### src/rtl/core/apt_pkg.sv
`default_nettype none
package apt_pkg;

	// Fixed point format and datapath widths.
	localparam int FRAC_BITS = 16;
	localparam int DATA_W = 32;
	localparam int OP_W = DATA_W + 1;
	localparam int PROD_W = DATA_W + OP_W;
	localparam int SUM_W = PROD_W + 2;
	localparam int DIFF_W = PROD_W + 1;
	localparam int MAG_W = PROD_W;
	localparam int DPROD_W = 2 * DATA_W;
	localparam int DET_W = DPROD_W + 1;
	localparam int DMAG_W = DPROD_W;
	localparam int NUM_W = MAG_W + FRAC_BITS;
	localparam int QUOT_W = DATA_W + 1;
	localparam int HI_W = NUM_W - QUOT_W;
	localparam int REM_W = DMAG_W + 1;
	localparam int CMP_W = (HI_W > DMAG_W) ? HI_W : DMAG_W;

	// Queue sizes.
	localparam int Q_DEPTH = 4;
	localparam int Q_PTR_W = $clog2(Q_DEPTH);
	localparam int Q_CNT_W = Q_PTR_W + 1;

	// Command codes.
	localparam logic [1:0] CMD_FWD = 2'd0;
	localparam logic [1:0] CMD_VEC = 2'd1;
	localparam logic [1:0] CMD_INV = 2'd2;

	// Configuration register indexes.
	localparam int CFG_IDX_W = 3;
	localparam logic [CFG_IDX_W-1:0] REG_COEF_A = 3'd0;
	localparam logic [CFG_IDX_W-1:0] REG_COEF_B = 3'd1;
	localparam logic [CFG_IDX_W-1:0] REG_COEF_C = 3'd2;
	localparam logic [CFG_IDX_W-1:0] REG_COEF_D = 3'd3;
	localparam logic [CFG_IDX_W-1:0] REG_OFFSET_X = 3'd4;
	localparam logic [CFG_IDX_W-1:0] REG_OFFSET_Y = 3'd5;

	localparam logic signed [DATA_W-1:0] FIX_ONE = DATA_W'(64'd1 << FRAC_BITS);
	localparam logic signed [DATA_W-1:0] SAT_MAX = {1'b0, {(DATA_W-1){1'b1}}};
	localparam logic signed [DATA_W-1:0] SAT_MIN = {1'b1, {(DATA_W-1){1'b0}}};

	typedef struct packed {
		logic signed [DATA_W-1:0] a;
		logic signed [DATA_W-1:0] b;
		logic signed [DATA_W-1:0] c;
		logic signed [DATA_W-1:0] d;
		logic signed [DATA_W-1:0] tx;
		logic signed [DATA_W-1:0] ty;
	} coef_t;

	typedef struct packed {
		logic inv;
		logic tr;
		logic signed [DATA_W-1:0] x;
		logic signed [DATA_W-1:0] y;
	} item_t;

	typedef struct packed {
		logic signed [DATA_W-1:0] rx;
		logic signed [DATA_W-1:0] ry;
		logic sing;
		logic sat;
	} result_t;

	typedef struct packed {
		logic [NUM_W-1:0] num_x;
		logic [NUM_W-1:0] num_y;
		logic neg_x;
		logic neg_y;
		logic [DMAG_W-1:0] dmag;
	} div_req_t;

endpackage
`default_nettype wire

### src/rtl/core/apt_front.sv
`default_nettype none
module apt_front (
	input wire logic clk,
	input wire logic arst_n,
	input wire logic push,
	output logic full,
	input wire logic [1:0] command,
	input wire logic signed [apt_pkg::DATA_W-1:0] point_x,
	input wire logic signed [apt_pkg::DATA_W-1:0] point_y,
	output logic head_valid,
	output apt_pkg::item_t head,
	input wire logic pop
);
	import apt_pkg::*;

	item_t mem_q [Q_DEPTH];
	item_t item;
	logic [Q_PTR_W-1:0] wr_ptr_q, rd_ptr_q;
	logic [Q_CNT_W-1:0] count_q;
	logic do_push, do_pop;

	// Classify the command; an unused code runs as a forward request.
	always_comb begin
		item.inv = command == CMD_INV;
		item.tr = command != CMD_VEC;
		item.x = point_x;
		item.y = point_y;
	end

	assign full = count_q == Q_CNT_W'(Q_DEPTH);
	assign head_valid = count_q != '0;
	assign head = mem_q[rd_ptr_q];
	assign do_push = push && !full;
	assign do_pop = pop && head_valid;

	// Queue pointers and fill count.
	always_ff @(posedge clk or negedge arst_n) begin
		if (!arst_n) begin
			wr_ptr_q <= '0;
			rd_ptr_q <= '0;
			count_q <= '0;
		end else begin
			if (do_push) begin
				wr_ptr_q <= wr_ptr_q + Q_PTR_W'(1);
			end
			if (do_pop) begin
				rd_ptr_q <= rd_ptr_q + Q_PTR_W'(1);
			end
			if (do_push && !do_pop) begin
				count_q <= count_q + Q_CNT_W'(1);
			end else if (do_pop && !do_push) begin
				count_q <= count_q - Q_CNT_W'(1);
			end
		end
	end

	// Queue storage.
	always_ff @(posedge clk) begin
		if (do_push) begin
			mem_q[wr_ptr_q] <= item;
		end
	end

endmodule
`default_nettype wire

### config.mk
export PLATFORM = sky130hd
export DESIGN_NAME = apt_front
export DESIGN_NICKNAME = d
export VERILOG_FILES = /design/src/rtl/core/apt_pkg.sv /design/src/rtl/core/apt_front.sv
export SDC_FILE = /design/constraint.sdc
export NUM_CORES = 1
export LEC_CHECK = 0
export BUFFER_PORTS_ARGS = -buffer_cell sky130_fd_sc_hd__buf_2
export CAP_MARGIN = 20
export CELL_PAD_IN_SITES_DETAIL_PLACEMENT = 1
export CELL_PAD_IN_SITES_GLOBAL_PLACEMENT = 1
export CORE_MARGIN = 8
export CORE_UTILIZATION = 54
export DETAILED_ROUTE_END_ITERATION = 8
export PLACE_DENSITY_LB_ADDON = 0.1
export RECOVER_POWER = 100
export SETUP_SLACK_MARGIN = 0.3
export SYNTH_ARGS = -nofsm -noshare
export SYNTH_HDL_FRONTEND = slang
export SYNTH_SLANG_ARGS = --single-unit
### constraint.sdc
create_clock -name clk -period 5.2 [get_ports clk]
set_input_delay 0.52 -clock clk [delete_from_list [all_inputs] [get_ports clk]]
set_output_delay 0.52 -clock clk [all_outputs]
set_load 0.02 [all_outputs]
# ---- Word-level counts from Yosys, hierarchy flattened
# Memory sizes are Yosys's and may differ from the RTL's.
# Index checks and enable logic that the tools add are counted.
dict set report totals {
  register_bits 7
  ram_bits 264
  in_bits 70
  output_inout_bits 68
  word_cells 24
  memories 1
}
# name depth width read_ports rd_clocked_by_memory_dff write_ports line
set memory_table {}
lappend memory_table {mem_q 4 66 1 0 1 apt_front.sv:16} ;# item_t mem_q [Q_DEPTH];
dict set report classes {
  n_addsub 4
  eq_ne 3
  n_mux 4
  reduce_logical 9
}
# operator count
set op_table {}
lappend op_table {{2-to-1 mux 3 bit} 2}
lappend op_table {{adder 2 x 1 -> 2 bit, second input constant} 2}
lappend op_table {{logical AND 1 bit} 4}
lappend op_table {{adder 3 x 1 -> 3 bit, second input constant} 1}
lappend op_table {{== test 3 bit, second input constant} 1}
lappend op_table {{logical NOT 1 bit} 3}
lappend op_table {{nonzero test 3 bit} 1}
lappend op_table {{subtractor 3 x 1 -> 3 bit, second input constant} 1}
lappend op_table {{== test 2 bit, second input constant} 1}
lappend op_table {{2-to-1 mux 1 bit} 2}
lappend op_table {{inequality test 2 x 1 -> 1 bit, second input constant} 1}
lappend op_table {{nonzero test 2 bit} 1}

# ---- Longest topological paths before layout
dict set report depth {
  word_depth 7
  mapped_depth 9
  ltp_nobuf 8
}

# ---- Worst setup path before layout
# Ideal clock, no wire load.
dict set report synth_timing {
  path_kind {flip-flop to flip-flop}
  startpoint {reg count_q[2]}
  endpoint {mem mem_q[0][0] in the netlist's numbering, enable pin}
  setup_ps 431
  t_arrival_ps 2408
  required_ps 4769
  setup_slack_ps 2361
  path_stages_with_launch 5
  path_buffers 1
  period_less_slack_ps 2839
  path_cell_list {dfrtp_1 nor3b_2 nor2b_1 buf_2 and2_1}
}
dict set report synth_between {
  elab_chain_len 5
}
# item line
set synth_rtl {}
lappend synth_rtl {{start, declared} apt_front.sv:19} ;# logic [Q_CNT_W-1:0] count_q;
lappend synth_rtl {{start signal, assigned} apt_front.sv:50} ;# count_q <= count_q + Q_CNT_W'(1);
lappend synth_rtl {{start signal, assigned} apt_front.sv:52} ;# count_q <= count_q - Q_CNT_W'(1);
lappend synth_rtl {{== test 3 bit} apt_front.sv:30} ;# assign full = count_q == Q_CNT_W'(Q_DEPTH);
lappend synth_rtl {{named net full} apt_front.sv:6} ;# output logic full,
lappend synth_rtl {{logical NOT 1 bit} apt_front.sv:33} ;# assign do_push = push && !full;
lappend synth_rtl {{logical AND 1 bit} apt_front.sv:33}
lappend synth_rtl {{named net do_push} apt_front.sv:20} ;# logic do_push, do_pop;
lappend synth_rtl {{2-to-1 mux 1 bit} apt_front.sv:59} ;# if (do_push) begin
lappend synth_rtl {{2-to-1 mux 1 bit (implied by the code)} apt_front.sv:60} ;# mem_q[wr_ptr_q] <= item;
lappend synth_rtl {{end, declared} apt_front.sv:16}
# The timed path passes the listed nets, and every way through them passes these cells.

==> reports/metrics.csv <==
metric,value,unit
outcome,"complete, but fails checks",
failing checks,"capacitance limit, slew limit",
"leading cell type in the layout, fill and taps excluded",edfxtp_1,
Post-DP HPWL,11.6,mm
Die Wd,152,um
Clock transition at path regs,0.06,ns
Die Height,152,um
clock tree buffer depth,3,
Pwr Density,608,mW/mm^2
Worst Hold Path Cells,1,
# nets final,611,
syn_nets,458,
drt pass-1 iters,4,
first-pass GRT wire length,29.7,mm
share of layout cells above drive strength 1,0.220,
Slew Limit Headroom,-0.218,
Startpoint Class,flop,
post-CTS setup buffers,0,
storage element area,0.00811,mm^2
I/O pin total,138,
total routed wirelength,19.3,mm
DR vias/cell,5.65,
most frequent cells in the layout,"264 x edfxtp_1, 137 x clkbuf_1, 66 x mux4_2, 27 x clkbuf_16, 7 x clkinvlp_4",
arrival time worst endpoint,3.30,ns
final hold vios,0,
core area,0.0180,mm^2
Max Freq,262,MHz
largest net degree at the start of global routing,68,
Post-CTS Resized,0,
peak supply drop,0.434,mV
die area,0.0231,mm^2
Synth warnings,0,
Starting DRT DRC Count,271,
sequential area share after synthesis,0.813,
CTS sink count,271,
Netlist Area Pre-Place,0.00997,mm^2
CTS tree,yes,
Worst Reg-to-Reg Cells,3,
htree depth,1,
crit path max fanout,37,
RD Place Congestion,0.701,
min Tclk post-route,3.82,ns
Setup CP Type,flop to output pin,
Total GRT Usage,0.165,
initial antenna violation count,2,
dpl ws,2.44,ns
Syn Area/Cell,26.1,um^2
worst min path class,primary input to flop,
Least-Margin Pin Slew,1.83,ns
Root Driver,clkbuf_16,
Area Overhead vs Synth,15.8,%
total power,7.02,mW
final clock skew,0.0120,ns
Mapped Cells,382,
vias,4429,
global route overflow,0,
clk_lat worst skew,0.51,ns
Leak Pwr,3.62,nW
Multi-input gate area,0.00172,mm^2
Worst Slack Setup Final,1.38,ns
Netlist cell types,22,
IO Port Bufs,137,
setup TNS,0,ns
vias in the first global route,5108,
RSZ-0062 raised after global routing,no,
CTS buffer count,27,
initial core utilization,0.553,
Final Setup Violations,0,
WL/cell,24.6,um
cell area after layout,0.0115,mm^2
Setup crit end kind,output pin,
Max Cap Viol,4,
final slew viol count,268,
Cells after DPL,734,
Post-Place Cell Area,0.0108,mm^2
Yosys reg bits,271,
# fillers,1520,
CP required,4.68,ns
DRC violations left,0,
Finished Layout Cells,784,
Rows,49,
ANT nets after route,0,
final cycle utilization of the critical path,0.734,
-- layout make-up --
class	count	area share
Timing Repair Buffer	140	0.0470
Multi-Input combinational cell	92	0.149
Clock inverter	16	0.0157
Clock buffer	32	0.0601
Antenna cell	1	0.000217
Inverter	3	0.000975
Tap cell	229	0.0248
Sequential cell	271	0.702
-- through the flow --
| step | hold WS [ns] | util |
|---|---|---|
| after global placement | 0.362 | 0.601 |
| after detailed placement | 0.361 | 0.601 |
| after global routing | 0.259 | 0.641 |
| final | 0.259 | 0.641 |
| after floorplan | 0.224 | - |
| after CTS | 0.202 | 0.650 |
-- flip-flops by register name, indices dropped and copies added (netlist names) --
register  count
count_q       3
mem_q       264
rd_ptr_q      2
wr_ptr_q      2
-- worst max-delay path, stage by stage, from the launching register on --
cell and delay [ns]:
dfrtp_4 0.93, clkbuf_1 0.98, mux4_2 0.66, clkbuf_1 0.20
-- report_power, final --
part           leakage (nW)  internal (mW)  total (mW)  switching, mW
combinational         0.724          0.758        1.90           1.14
sequential             2.50           2.91        3.23          0.314
clock                 0.401           1.11        1.89          0.778
-- cell families (layout without fill, tap and decap cells) --
logic type | Yosys count | count (layout) | share of synthesized area
muxes | 68 | 68 | 0.151
buffers and inverters | 19 | 191 | 0.0149
other | 0 | 1 | 0
adders and majority gates | 6 | 6 | 0.00828
xor gates and xnor gates | 6 | 6 | 0.00527
DFF | 271 | 271 | 0.813
and+or+nand+nor | 12 | 12 | 0.00753
-- cells in the mapped netlist --
master | n | area [um^2]
edfxtp_1 | 264 | 7930
fa_1 | 1 | 20.0
mux2_2 | 2 | 22.5
buf_6 | 1 | 11.3
buf_1 | 3 | 11.3
buf_4 | 4 | 30.0
buf_2 | 5 | 25.0
buf_12 | 3 | 60.1
nand2b_1 | 1 | 6.26
or3_1 | 1 | 6.26
mux4_2 | 66 | 1490
dfrtp_1 | 7 | 175
nand3_1 | 1 | 5.00
xor2_1 | 2 | 17.5
ha_1 | 5 | 62.6
nor3b_2 | 1 | 12.5
and2_1 | 4 | 25.0
nand2_1 | 1 | 3.75
nor2_1 | 1 | 3.75
xnor2_1 | 4 | 35.0
nor2b_1 | 2 | 12.5
inv_1 | 3 | 11.3
-- repair_timing --
item,CTS,global route
hold endpoints to repair,7,0
hold buffers,1,0
endpoints found under the setup margin,0,0
-- metal layers --
metal,part of all wire,track usage,vias up
met5,0.00067,0,-
met4,0.016,0.0387,2
met3,0.063,0.0437,23
met2,0.52,0.287,145
met1,0.40,0.204,2317
li1,-,-,1942
-- path summary, 6_finish.rpt --
| path | slack, ns | endpoint | start |
|---|---|---|---|
| min in group asynchronous | 0.46 | count_q[2] | arst_n |
| worst max-delay path | 1.38 | head[59] | rd_ptr_q[0] |
| worst max register to register | 2.27 | mem_q[0][52] | count_q[2] |
| max in group asynchronous | 4.43 | rd_ptr_q[1] | arst_n |
| worst min-delay path | 0.26 | mem_q[2][46] | point_x[14] |
| worst min register to register | 0.51 | count_q[2] | count_q[2] |
No activity file was read; power rests on OpenSTA's default activity.
